===== config.mk =====
export PLATFORM = sky130hd
export DESIGN_NAME = form_urlencoded_item_decoder
export DESIGN_NICKNAME = d
export VERILOG_FILES = /design/src/hw/rtl/fud_pkg.sv /design/src/hw/rtl/fud_front.sv /design/src/hw/rtl/fud_queue.sv /design/src/hw/rtl/fud_back.sv /design/src/hw/rtl/form_urlencoded_item_decoder.sv
export SDC_FILE = /design/constraint.sdc
export NUM_CORES = 1
export LEC_CHECK = 0
export BUFFER_PORTS_ARGS = -buffer_cell sky130_fd_sc_hd__buf_2
export CORE_UTILIZATION = 44
export DETAILED_ROUTE_END_ITERATION = 16
export GPL_ROUTABILITY_DRIVEN = 0
export PLACE_DENSITY_LB_ADDON = 0.25
export SLEW_MARGIN = 10
export SYNTH_ARGS = -nofsm -noshare
export SYNTH_HDL_FRONTEND = slang
export SYNTH_HIERARCHICAL = 1
export SYNTH_SLANG_ARGS = --single-unit

===== constraint.sdc =====
create_clock -name clk -period 13.05 [get_ports clk]
set_input_delay 1.305 -clock clk [delete_from_list [all_inputs] [get_ports clk]]
set_output_delay 1.305 -clock clk [all_outputs]
set_load 0.01 [all_outputs]

===== src/hw/rtl/fud_pkg.sv =====
// Shared constants, types and a helper function for the form item decoder.
`default_nettype none

package fud_pkg;

  localparam int FUD_LENGTH_BITS = 24;
  localparam int FUD_ITEM_COUNT_BITS = 12;
  localparam int FUD_QUEUE_DEPTH = 4;
  localparam int FUD_LEN_MAX_BITS = 16;

  localparam int FUD_CFG_LEN_BITS = 24;
  localparam int FUD_CFG_CAP_BITS = 13;
  localparam int FUD_ADDR_BITS = 3;
  localparam int FUD_DATA_BITS = 32;

  localparam logic [0:0] REG_CONTENT_LENGTH = 1'b0;
  localparam logic [0:0] REG_ITEM_CAPACITY = 1'b1;

  localparam logic [7:0] CH_PERCENT = 8'h25;
  localparam logic [7:0] CH_PLUS = 8'h2B;
  localparam logic [7:0] CH_EQUALS = 8'h3D;
  localparam logic [7:0] CH_AMP = 8'h26;
  localparam logic [7:0] CH_SPACE = 8'h20;

  localparam logic [1:0] CAUSE_EQUALS = 2'd0;
  localparam logic [1:0] CAUSE_AMP = 2'd1;
  localparam logic [1:0] CAUSE_END = 2'd2;

  localparam logic KIND_CHAR = 1'b0;
  localparam logic KIND_END = 1'b1;

  typedef struct packed {
    logic                        st_valid;
    logic [7:0]                  st_char;
    logic                        end_valid;
    logic [FUD_LEN_MAX_BITS-1:0] end_len;
    logic [1:0]                  end_cause;
  } fud_entry_t;

  function automatic logic [3:0] hex_value(input logic [7:0] ch);
    logic [7:0] diff;
    diff = 8'd0;
    if (ch inside {[8'h30:8'h39]}) begin
      diff = ch - 8'h30;
    end else if (ch inside {[8'h61:8'h66]}) begin
      diff = ch - 8'h57;
    end else if (ch inside {[8'h41:8'h46]}) begin
      diff = ch - 8'h37;
    end
    return diff[3:0];
  endfunction

endpackage

`default_nettype wire


===== src/hw/rtl/fud_front.sv =====
// Front end: accepts raw body bytes, tracks escape state and builds queue entries.
`default_nettype none

module fud_front #(
  parameter int LENGTH_BITS = fud_pkg::FUD_LENGTH_BITS,
  parameter int ITEM_COUNT_BITS = fud_pkg::FUD_ITEM_COUNT_BITS
) (
  input  logic                                   clk,
  input  logic                                   rst,
  input  logic                                   in_valid,
  output logic                                   in_ready,
  input  logic [7:0]                             data_byte,
  input  logic                                   source_dry,
  input  logic                                   len_load,
  input  logic [fud_pkg::FUD_CFG_LEN_BITS-1:0]   len_value,
  input  logic [fud_pkg::FUD_CFG_CAP_BITS-1:0]   item_capacity,
  input  logic                                   q_full,
  output logic                                   q_push,
  output fud_pkg::fud_entry_t                    q_data
);
  import fud_pkg::*;

  localparam logic [1:0] MODE_NORMAL = 2'd0;
  localparam logic [1:0] MODE_HIGH = 2'd1;
  localparam logic [1:0] MODE_LOW = 2'd2;
  localparam logic [16:0] CountMax = 17'((1 << ITEM_COUNT_BITS) - 1);

  logic [1:0]                 decode_mode, decode_mode_next;
  logic [3:0]                 high_nibble, high_nibble_next;
  logic [ITEM_COUNT_BITS-1:0] kept_count, kept_count_next;
  logic [LENGTH_BITS-1:0]     bytes_remaining;

  logic                       accept;
  logic                       eof;
  logic [16:0]                cap_limit;
  logic [16:0]                limit;
  logic                       can_store;
  logic [ITEM_COUNT_BITS-1:0] kept_plus;
  fud_entry_t                 entry;

  assign in_ready = !q_full;
  assign accept = in_valid && in_ready;
  assign eof = (bytes_remaining == '0) || source_dry;

  assign cap_limit = (item_capacity == '0) ? 17'd0 : 17'(item_capacity) - 17'd1;
  assign limit = (cap_limit > CountMax) ? CountMax : cap_limit;
  assign can_store = 17'(kept_count) < limit;
  assign kept_plus = can_store ? kept_count + 1'b1 : kept_count;

  always_comb begin
    decode_mode_next = MODE_NORMAL;
    high_nibble_next = high_nibble;
    kept_count_next = kept_count;
    entry = '0;
    case (decode_mode)
      MODE_HIGH: begin
        if (eof) begin
          entry.st_valid = can_store;
          entry.st_char = 8'd0;
          entry.end_valid = 1'b1;
          entry.end_len = FUD_LEN_MAX_BITS'(kept_plus);
          entry.end_cause = CAUSE_END;
          kept_count_next = '0;
        end else begin
          high_nibble_next = hex_value(data_byte);
          decode_mode_next = MODE_LOW;
        end
      end
      MODE_LOW: begin
        entry.st_valid = can_store;
        entry.st_char = {high_nibble, eof ? 4'd0 : hex_value(data_byte)};
        if (eof) begin
          entry.end_valid = 1'b1;
          entry.end_len = FUD_LEN_MAX_BITS'(kept_plus);
          entry.end_cause = CAUSE_END;
          kept_count_next = '0;
        end else begin
          kept_count_next = kept_plus;
        end
      end
      default: begin
        if (eof) begin
          entry.end_valid = 1'b1;
          entry.end_len = FUD_LEN_MAX_BITS'(kept_count);
          entry.end_cause = CAUSE_END;
          kept_count_next = '0;
        end else begin
          case (data_byte)
            CH_EQUALS: begin
              entry.end_valid = 1'b1;
              entry.end_len = FUD_LEN_MAX_BITS'(kept_count);
              entry.end_cause = CAUSE_EQUALS;
              kept_count_next = '0;
            end
            CH_AMP: begin
              entry.end_valid = 1'b1;
              entry.end_len = FUD_LEN_MAX_BITS'(kept_count);
              entry.end_cause = CAUSE_AMP;
              kept_count_next = '0;
            end
            CH_PERCENT: begin
              decode_mode_next = MODE_HIGH;
            end
            CH_PLUS: begin
              entry.st_valid = can_store;
              entry.st_char = CH_SPACE;
              kept_count_next = kept_plus;
            end
            default: begin
              entry.st_valid = can_store;
              entry.st_char = data_byte;
              kept_count_next = kept_plus;
            end
          endcase
        end
      end
    endcase
  end

  assign q_push = accept && (entry.st_valid || entry.end_valid);
  assign q_data = entry;

  always_ff @(posedge clk) begin
    if (rst) begin
      decode_mode <= MODE_NORMAL;
      high_nibble <= 4'd0;
      kept_count <= '0;
    end else if (accept) begin
      decode_mode <= decode_mode_next;
      high_nibble <= high_nibble_next;
      kept_count <= kept_count_next;
    end
  end

  always_ff @(posedge clk) begin
    if (rst) begin
      bytes_remaining <= '0;
    end else if (len_load) begin
      bytes_remaining <= LENGTH_BITS'(len_value);
    end else if (accept && (bytes_remaining != '0)) begin
      bytes_remaining <= bytes_remaining - 1'b1;
    end
  end

endmodule

`default_nettype wire


===== src/hw/rtl/fud_queue.sv =====
// Short queue of decoded entries between the front end and the output stage.
`default_nettype none

module fud_queue #(
  parameter int DEPTH = fud_pkg::FUD_QUEUE_DEPTH
) (
  input  logic                clk,
  input  logic                rst,
  input  logic                push,
  input  fud_pkg::fud_entry_t push_data,
  output logic                full,
  input  logic                pop,
  output logic                q_valid,
  output fud_pkg::fud_entry_t pop_data
);
  import fud_pkg::*;

  localparam int PtrBits = $clog2(DEPTH);
  localparam int CntBits = $clog2(DEPTH + 1);
  localparam logic [PtrBits-1:0] LastPtr = PtrBits'(DEPTH - 1);
  localparam logic [CntBits-1:0] DepthCount = CntBits'(DEPTH);

  fud_entry_t         slots [DEPTH];
  logic [PtrBits-1:0] wr_ptr;
  logic [PtrBits-1:0] rd_ptr;
  logic [CntBits-1:0] count;

  assign full = (count == DepthCount);
  assign q_valid = (count != '0);
  assign pop_data = slots[rd_ptr];

  always_ff @(posedge clk) begin
    if (push) begin
      slots[wr_ptr] <= push_data;
    end
  end

  always_ff @(posedge clk) begin
    if (rst) begin
      wr_ptr <= '0;
      rd_ptr <= '0;
      count <= '0;
    end else begin
      if (push) begin
        wr_ptr <= (wr_ptr == LastPtr) ? '0 : wr_ptr + 1'b1;
      end
      if (pop) begin
        rd_ptr <= (rd_ptr == LastPtr) ? '0 : rd_ptr + 1'b1;
      end
      if (push && !pop) begin
        count <= count + 1'b1;
      end else if (pop && !push) begin
        count <= count - 1'b1;
      end
    end
  end

endmodule

`default_nettype wire


===== src/hw/rtl/fud_back.sv =====
// Output stage: turns each queue entry into one or two result requests.
`default_nettype none

module fud_back #(
  parameter int ITEM_COUNT_BITS = fud_pkg::FUD_ITEM_COUNT_BITS
) (
  input  logic                       clk,
  input  logic                       rst,
  input  logic                       q_valid,
  input  fud_pkg::fud_entry_t        q_data,
  output logic                       q_pop,
  output logic                       out_valid,
  input  logic                       out_ready,
  output logic                       kind,
  output logic [7:0]                 char_value,
  output logic [ITEM_COUNT_BITS-1:0] item_length,
  output logic [1:0]                 end_cause,
  output logic                       last
);
  import fud_pkg::*;

  fud_entry_t cur;
  logic       cur_valid;
  logic       phase;
  logic       show_char;
  logic       fire;
  logic       finishing;
  logic       free;

  assign show_char = cur.st_valid && !phase;
  assign fire = cur_valid && out_ready;
  assign finishing = fire && !(show_char && cur.end_valid);
  assign free = !cur_valid || finishing;
  assign q_pop = free && q_valid;

  assign out_valid = cur_valid;
  assign kind = show_char ? KIND_CHAR : KIND_END;
  assign char_value = show_char ? cur.st_char : 8'd0;
  assign item_length = show_char ? '0 : cur.end_len[ITEM_COUNT_BITS-1:0];
  assign end_cause = show_char ? CAUSE_EQUALS : cur.end_cause;
  assign last = show_char ? !cur.end_valid : 1'b1;

  always_ff @(posedge clk) begin
    if (rst) begin
      cur_valid <= 1'b0;
      phase <= 1'b0;
    end else if (free) begin
      cur_valid <= q_valid;
      phase <= 1'b0;
    end else if (fire) begin
      phase <= 1'b1;
    end
  end

  always_ff @(posedge clk) begin
    if (q_pop) begin
      cur <= q_data;
    end
  end

endmodule

`default_nettype wire


===== src/hw/rtl/form_urlencoded_item_decoder.sv =====
// Top level of the form item decoder: configuration registers and the three stages.
//
// Raw body bytes enter on the input channel (in_valid/in_ready, data_byte,
// source_dry), one byte per request. Decoded results leave on the output
// channel (out_valid/out_ready, kind, char_value, item_length, end_cause,
// last), where each byte gives zero, one or two result requests.
// The front end takes one byte per cycle while the queue has room. A result is
// registered first in the queue and then in the output stage before it appears
// on the output. Bytes accepted at the end of the body while an escape is pending
// can produce two results; all other bytes produce one result or none. The queue
// holds four entries, so the input keeps flowing while the receiver stalls until
// the queue is full, and then in_ready drops until space frees up. Reset empties
// the queue, leaves the escape state normal, sets the content length and the
// remaining count to zero and the item capacity to 256. Writing the body length
// register also reloads the remaining byte count. The user must write the registers
// over the APB port only while no bytes are in flight; the block does not check it.
`default_nettype none

module form_urlencoded_item_decoder #(
  parameter int LENGTH_BITS = fud_pkg::FUD_LENGTH_BITS,
  parameter int ITEM_COUNT_BITS = fud_pkg::FUD_ITEM_COUNT_BITS,
  parameter int QUEUE_DEPTH = fud_pkg::FUD_QUEUE_DEPTH
) (
  input  logic                                clk,
  input  logic                                rst,
  input  logic                                psel,
  input  logic                                penable,
  input  logic                                pwrite,
  input  logic [fud_pkg::FUD_ADDR_BITS-1:0]   paddr,
  input  logic [fud_pkg::FUD_DATA_BITS-1:0]   pwdata,
  output logic [fud_pkg::FUD_DATA_BITS-1:0]   prdata,
  output logic                                pready,
  input  logic                                in_valid,
  output logic                                in_ready,
  input  logic [7:0]                          data_byte,
  input  logic                                source_dry,
  output logic                                out_valid,
  input  logic                                out_ready,
  output logic                                kind,
  output logic [7:0]                          char_value,
  output logic [ITEM_COUNT_BITS-1:0]          item_length,
  output logic [1:0]                          end_cause,
  output logic                                last
);
  import fud_pkg::*;

  logic [FUD_CFG_LEN_BITS-1:0] body_length;
  logic [FUD_CFG_CAP_BITS-1:0] item_capacity;
  logic                        wr_en;
  logic                        len_load;
  logic                        q_full;
  logic                        q_push;
  logic                        q_pop;
  logic                        q_valid;
  fud_entry_t                  q_in;
  fud_entry_t                  q_out;

  assign pready = 1'b1;
  assign wr_en = psel && penable && pwrite && pready;
  assign len_load = wr_en && (paddr[2:2] == REG_CONTENT_LENGTH);

  always_ff @(posedge clk) begin
    if (rst) begin
      body_length <= '0;
      item_capacity <= FUD_CFG_CAP_BITS'(256);
    end else if (wr_en) begin
      case (paddr[2:2])
        REG_CONTENT_LENGTH: body_length <= pwdata[FUD_CFG_LEN_BITS-1:0];
        REG_ITEM_CAPACITY: item_capacity <= pwdata[FUD_CFG_CAP_BITS-1:0];
        default: ;
      endcase
    end
  end

  always_comb begin
    case (paddr[2:2])
      REG_CONTENT_LENGTH: prdata = FUD_DATA_BITS'(body_length);
      REG_ITEM_CAPACITY: prdata = FUD_DATA_BITS'(item_capacity);
      default: prdata = '0;
    endcase
  end

  fud_front #(
    .LENGTH_BITS(LENGTH_BITS),
    .ITEM_COUNT_BITS(ITEM_COUNT_BITS)
  ) u_front (
    .clk(clk),
    .rst(rst),
    .in_valid(in_valid),
    .in_ready(in_ready),
    .data_byte(data_byte),
    .source_dry(source_dry),
    .len_load(len_load),
    .len_value(pwdata[FUD_CFG_LEN_BITS-1:0]),
    .item_capacity(item_capacity),
    .q_full(q_full),
    .q_push(q_push),
    .q_data(q_in)
  );

  fud_queue #(
    .DEPTH(QUEUE_DEPTH)
  ) u_queue (
    .clk(clk),
    .rst(rst),
    .push(q_push),
    .push_data(q_in),
    .full(q_full),
    .pop(q_pop),
    .q_valid(q_valid),
    .pop_data(q_out)
  );

  fud_back #(
    .ITEM_COUNT_BITS(ITEM_COUNT_BITS)
  ) u_back (
    .clk(clk),
    .rst(rst),
    .q_valid(q_valid),
    .q_data(q_out),
    .q_pop(q_pop),
    .out_valid(out_valid),
    .out_ready(out_ready),
    .kind(kind),
    .char_value(char_value),
    .item_length(item_length),
    .end_cause(end_cause),
    .last(last)
  );

endmodule

`default_nettype wire

Yosys cells after proc, flatten, opt, wreduce, memory -nomap -nowiden --
Memories as Yosys holds them, arrays and structs flattened. A register that Yosys moved wholly into a read port is not among the register bits. Index checks and enable logic that the tools add are counted.
Storage, ports and cells: flip-flop bits (word level) 88, word-level logic and storage cells 119, bits in writable memories 112, memories 1, bits of input ports 51
Cells by class: reductions and logical operators 39, bitwise operators 2, mux-type cells 37, order comparisons 8, equality and inequality tests 11, $add $sub $neg 10
Memories:
- u_queue.slots | depth 4, width 28, read ports 1, clocked after Yosys merged registers in 1, write ports 1, line fud_queue.sv:23 | fud_entry_t slots [DEPTH];
Operator list (count):
- 32-bit one-hot mux with 2 select lines | 1
- 12-bit 2-to-1 mux | 5
- 28-bit one-hot mux with 2 select lines | 1
- 24-bit 2-to-1 mux | 2
- 12-bit one-hot mux with 2 select lines | 2
- 19-bit 2-to-1 mux | 2
- 19-bit one-hot mux with 2 select lines | 1
- 17-bit 2-to-1 mux | 2
- 8-bit by 6-bit == test with 1-bit output, second input constant | 4
- 28-bit 2-to-1 mux | 1
- 24-bit zero test | 1
- 24-bit nonzero test | 1
- 24-bit by 1-bit subtractor with 24-bit output, second input constant | 1
- 9-bit one-hot mux with 2 select lines | 1
- 17-bit by 12-bit > comparator with 1-bit output, second input constant | 1
- 12-bit by 17-bit < comparator with 1-bit output | 1
- 8-bit by 7-bit greater-or-equal comparator with 1-bit output, second input constant | 2
- 8-bit by 7-bit <= comparator with 1-bit output, second input constant | 2
- 1-bit logical AND | 16
- 4-bit 2-to-1 mux | 4
- 13-bit by 1-bit subtractor with 14-bit output, second input constant | 1
- 13-bit zero test | 1
- 12-bit by 1-bit adder with 12-bit output, second input constant | 1
- 2-bit 2-to-1 mux | 5
- other kinds (26) | 48

Depth between registers and ports, before layout --
Gate-level depths: netlist (run 1).
depth after elaboration 14, depth in mapped cells 21, gate-level depth less buffers 20

Modules after synthesis --
Netlist (run 1), hierarchy kept.
By module, submodules not included:
- fud_queue | area an instance 4531.8 um^2, instances 1, sequential area each 3543.4 um^2, cells each 190
- fud_front | area an instance 3543.4 um^2, instances 1, sequential area each 840.8 um^2, cells each 479
- form_urlencoded_item_decoder | area an instance 1905.6 um^2, instances 1, sequential area each 740.7 um^2, cells each 186
- fud_back | area an instance 1032.2 um^2, instances 1, sequential area each 760.7 um^2, cells each 61

Least setup slack after synthesis (run 1) --
OpenSTA, ideal clock, no wires.
kind flip-flop to flip-flop, from register item_capacity[6], to register u_queue.count[2], clock period less this slack 4.736 ns, stages on the path, launching flop included 21, arrival 4.666 ns, path slack 8.314 ns, library setup time 0.070 ns, cells stage by stage dfxtp_1 or4_4 or3_4 o21bai_1 o21a_1 clkbuf_1 a21oi_1 ha_1 a21o_1 a221o_1 a21oi_1 buf_6 and2_4 and2_4 o21a_1 ha_1 inv_1 fa_1 xor2_1 or3_1 a21oi_1
RTL lines:
- from (decl) | line form_urlencoded_item_decoder.sv:48 | logic [FUD_CFG_CAP_BITS-1:0] item_capacity;
- from (signal assigned) | line form_urlencoded_item_decoder.sv:69 | REG_ITEM_CAPACITY: item_capacity <= pwdata[FUD_CFG_CAP_BITS-1:0];
- to (signal assigned) | line fud_queue.sv:51 | count <= count + 1'b1;
- to (signal assigned) | line fud_queue.sv:53 | count <= count - 1'b1;
- to (decl) | line fud_queue.sv:26 | logic [CntBits-1:0] count;

==> results.toml, run 1 <==
[power_and_ir_drop]
p_int_uw = 1550
ir_worst_vdd_mv = 0.0913
seqPwrFrac_pct = 41.4
p_sw_uw = 654
power.density_nw_per_um2 = 187
power_frac_comb_pct = 28.0
clkPwrFrac_pct = 30.5
sw_frac_of_total_pct = 29.6
leakagePower_uw = 0.00454

[timing]
rsz0062_at_grt = "false"
fin_crit_sh_pct = 41.6
relSlewSlack_pct = 22.0
drv_slew = 0
finalSetupViolations = 0
fin_tns_setup_ps = 0
whs_ps = 466
skew_ps = 25.3
timing_hold_violations_final = 0
fmax_ghz = 0.184
max_slew.worst_pin.slew_ps = 1170
post-route-min-period_ps = 5430

[cts]
clock_latency_ps = 520
cts_sinks = 210
cts_buffers = 23
clock_path_buffers = 3
ctsResizeCount = 0
cts_tree = "done"
cts_hold_buf = 0
path_clk_slew_ps = 60
cts_setup_buffers = 0
root_buffer = "clkbuf_16"
cts_htree_levels = 1

[grt]
grt_remaining_overflow = 0
grt_pass1_wl_um = 33900
grt_max_degree = 105
grt_pass1_vias = 6571
antenna_found_initial = 1
track_usage_pct = 17.4

[placement]
dpl.hpwl_um = 14000
port-buffer-count = 90

[synthesis]
yosys_warnings = 6
synth_area_um2 = 10400
syn-mean-instance-area_um2 = 11.7
postSynthCellCount = 891

[critical_path]
path_delay_family = "simple AND/OR/NAND/NOR gates"
max_stage_delay_ps = 670
critPathKind = "register to register"
cp_max_fo = 12
cp_cell_sequence = "or4_4, or3_4, or3_1, a21oi_1, ha_1, a21o_1, a221o_1, a21oi_1, and2_4, and2_4, o21a_1, ha_1, inv_1, fa_1, xor2_1, or3_1, a21oi_1"
worst-path-buf-inv = 1
crit_top_cell = "a21oi_1"
critPathRequiredTime_ps = 13490
startpoint_type = "register"
end_kind = "register"
cp_slowest_cell = "a21oi_1"
cp.arrival_ps = 5880

[die]
core.rowCount = 55
pin_count = 110
core_um2 = 22900
die_h_um = 156
start_util_pct = 45.4
die_area_um2 = 24300
die_w_um = 156

[cells_and_area]
area_growth_pct = 13.3
n_fill_cell = 2046
num_antenna_cells = 0
drive_gt1_share_pct = 21.5
nets = 1048

[drt]
vias_per_cell = 5.34
drt_wl_total_um = 20700
vias = 6937
drt_iter0_drc = 358
first_pass_iters = 5
post-route-drc-count = 0
wire_per_inst_um = 16.0
ant_nets = 0

[run_status]
status = "completed"

[run]
cap_violations = 0

[worst_hold_path]
min_path_type = "register to register"
## final timing paths
path                                        from          endpoint  slack (ps)  cells after the start
worst max-delay path            item_capacity[6]  u_queue/count[2]        7620                     17
worst min-delay path             body_length[13]   body_length[13]         470                      2
worst max register to register  item_capacity[6]  u_queue/count[2]        7620                     17
worst min register to register   body_length[13]   body_length[13]         470                      2
## metal layers
| layer | track usage (%) | part of all wire, % | vias up |
|---|---|---|---|
| met5 | 0 | 0.053 | - |
| met3 | 2.47 | 4.3 | 26 |
| met1 | 23.7 | 47 | 3324 |
| met2 | 29.3 | 47 | 183 |
| met4 | 4.11 | 1.5 | 2 |
| li1 | - | - | 3402 |
## sequential cells by signal, indices dropped and copies added, names as in the netlist, named ones only
name and count:
body_length 24, item_capacity 13, u_back/cur 24, u_back/out_valid 1
u_back/phase 1, u_front/bytes_remaining 24, u_front/decode_mode 2, u_front/high_nibble 4
u_front/kept_count 12, u_queue/count 3, u_queue/rd_ptr 2, u_queue/slots 96
u_queue/wr_ptr 2
## stage by stage
| step | instances | setup WS [ps] | cell area [um2] | power, uW | utilization (%) |
|---|---|---|---|---|---|
| floorplan | 898 | 8310 | 10400 | 1400 | - |
| finish | 1298 | 7620 | 11800 | 2210 | 51.5 |
| global placement | 1257 | 7700 | 11000 | 1540 | 48.0 |
| CTS | 1298 | 7640 | 11800 | 2230 | 51.5 |
| global route | 1298 | 7320 | 11800 | 2330 | 51.5 |
| detailed placement | 1257 | 7660 | 11000 | 1550 | 48.0 |
## power groups by stage
stage	Combinational [uW]	Clock [uW]	Sequential [uW]
global route	689	715	928
finish	618	674	914
floorplan	487	0	916
CTS	628	692	915
global placement	616	0	924
detailed placement	625	0	928
## area by class of cell
cell class	instances	area, um2	share of cell area [%]
Sequential cell	210	5410	45.8
Multi-Input combinational cell	607	4570	38.8
Clock buffer	26	597	5.06
Timing Repair Buffer	100	526	4.46
Tap cell	313	392	3.32
Clock inverter	15	199	1.69
Inverter	27	101	0.859
## layout by cell type, fill, tap and decap left out, drive strengths merged, types with 18 or more instances in the layout
cell    count
nand2b     65
or3        18
mux2i      47
o21ai      25
nor2       66
ha         27
inv        29
buf       100
dfxtp      90
clkbuf     26
edfxtp    120
mux4       24
nor3       18
a21oi      40
nand2      37
and2       31
## tightest hold or removal path, stage by stage (launching register included)
cell and delay, ps:
dfxtp_1 300, nand2b_1 60, mux2i_1 60
Power figures use the tool's default switching activity.
==> run 2, diff against run 1 <==
--- a/config.mk
+++ b/config.mk
@@ -5,6 +5,7 @@
 export SDC_FILE = /design/constraint.sdc
 export NUM_CORES = 1
 export LEC_CHECK = 0
+export ABC_AREA = 1
 export BUFFER_PORTS_ARGS = -buffer_cell sky130_fd_sc_hd__buf_2
 export CORE_UTILIZATION = 44
 export DETAILED_ROUTE_END_ITERATION = 16
==> constraint.sdc (replaced) <==
create_clock -name clk -period 4.6 [get_ports clk]
set_input_delay 0.46 -clock clk [delete_from_list [all_inputs] [get_ports clk]]
set_output_delay 0.46 -clock clk [all_outputs]
set_load 0.01 [all_outputs]
==> run 2 against run 1 <==
Net effect:
- synthesized cell count grew 49%
- total power grew to 2.9 times the previous value
- sequential power grew to 2.8 times the previous value
- utilization shrank 1.2 points
- critical path type unchanged
- largest power group unchanged
- highest routed layer unchanged
==> results.toml, run 2 <==
[die]
die_w_um = 159
start_util_pct = 44.7
pin_count = 110
core.rowCount = 57
die_h_um = 159
core_um2 = 24200
die_area_um2 = 25300

[critical_path]
max_stage_delay_ps = 380
critPathRequiredTime_ps = 5020
crit_top_cell = "nand2_1"
cp_max_fo = 9
cp.arrival_ps = 4410
startpoint_type = "register"
critPathKind = "register to register"
end_kind = "register"
cp_slowest_cell = "fa_1"

[cells_and_area]
multi_input_area_um2 = 4460
nets = 1481
top_register = "u_queue/slots"
ff_latch_area_um2 = 5410
largest_reg_flops = 96
num_antenna_cells = 0
final_cell_mix = "247 x nor2_1, 221 x nand2_1, 145 x inv_1"
area_growth_pct = 12.5
n_fill_cell = 2335
final_common_cell = "nor2_1"
drive_gt1_share_pct = 11.9

[timing]
timing_hold_violations_final = 0
relSlewSlack_pct = 46.7
finalSetupViolations = 0
rsz0062_at_grt = "false"
post-route-min-period_ps = 4000
max_slew.worst_pin.slew_ps = 798
skew_ps = 10.8
fmax_ghz = 0.250
fin_tns_setup_ps = 0
drv_slew = 0
fin_crit_sh_pct = 86.9

[placement]
dpl.hpwl_um = 16200
port-buffer-count = 90

[cts]
path_clk_slew_ps = 60
root_buffer = "clkbuf_16"
clock_latency_ps = 510
cts_htree_levels = 1
cts_tree = "done"
cts_hold_buf = 0
cts_setup_buffers = 0
cts_sinks = 210
ctsResizeCount = 0
cts_buffers = 24
clock_path_buffers = 3

[grt]
grt_remaining_overflow = 0
track_usage_pct = 18.7
grt_pass1_wl_um = 39300
antenna_found_initial = 1
grt_pass1_vias = 7950
grt_max_degree = 50

[drt]
drt_wl_total_um = 23900
drt_iter0_drc = 567
post-route-drc-count = 0
vias_per_cell = 5.03
first_pass_iters = 6
ant_nets = 0
vias = 8761
wire_per_inst_um = 13.7

[power_and_ir_drop]
clkPwrFrac_pct = 29.0
sw_frac_of_total_pct = 34.6
finalPower_uw = 6400
power.density_nw_per_um2 = 525
p_sw_uw = 2210
seqPwrFrac_pct = 40.0
power_frac_comb_pct = 31.0
leakagePower_uw = 0.00517
p_int_uw = 4180
ir_worst_vdd_mv = 0.279

[synthesis]
syn-mean-instance-area_um2 = 8.15
postSynthCellCount = 1330
yosys_warnings = 6
synth_area_um2 = 10800

[run_status]
status = "completed"

[worst_hold_path]
min_path_type = "input pin to register"

[run]
cap_violations = 0
run 2: worst max-delay path: cells and delay by family (launching register included):
kind / cells / cell delay [ps]
buffers and inverters: 6 / 680
adders and majority gates: 4 / 1040
AOI/OAI and AO/OA: 5 / 840
and+or+nand+nor: 11 / 1010
DFF: 1 / 330
run 2: worst paths after layout:
kind | slack, ps | end | from | cells after the start
max | 600 | u_queue/count[2] | item_capacity[1] | 26
min | 170 | u_back/phase | out_ready | 3
max reg2reg | 600 | u_queue/count[2] | item_capacity[1] | 26
min reg2reg | 460 | u_front/high_nibble[3] | u_front/high_nibble[3] | 2
run 2: through the flow:
step | std cells | setup WS, ps | hold WS (ps) | utilization [%] | area [um2]
after floorplan | 1337 | 585 | 425 | - | 10900
after global placement | 1700 | 727 | 441 | 47.1 | 11400
after detailed placement | 1700 | 645 | 450 | 47.1 | 11400
after CTS | 1743 | 630 | 153 | 50.3 | 12200
after global routing | 1743 | 164 | 172 | 50.3 | 12200
final | 1743 | 604 | 174 | 50.3 | 12200
run 2: power by group through the flow:
stage / Combinational, uW / Clock, uW / Sequential [uW]
2_1_floorplan: 1540 / 0 / 2570
3_3_place_gp: 1960 / 0 / 2590
3_5_place_dp: 2000 / 0 / 2590
4_1_cts: 2010 / 1910 / 2560
5_1_grt: 2260 / 1970 / 2590
6_report: 1980 / 1860 / 2560
run 2: area by class of cell:
class	instances	area share (%)
Sequential cell	210	44.3
Multi-Input combinational cell	906	36.5
Inverter	155	4.81
Clock inverter	13	1.09
Tap cell	324	3.32
Clock buffer	30	5.28
Timing Repair Buffer	105	4.62
run 2: layer usage:
layer  track usage, %  part of all wire, %
met2             31.0                   46
met1             26.1                   48
met4             3.80                  1.5
met3             2.79                  5.0
met5                0                0.058
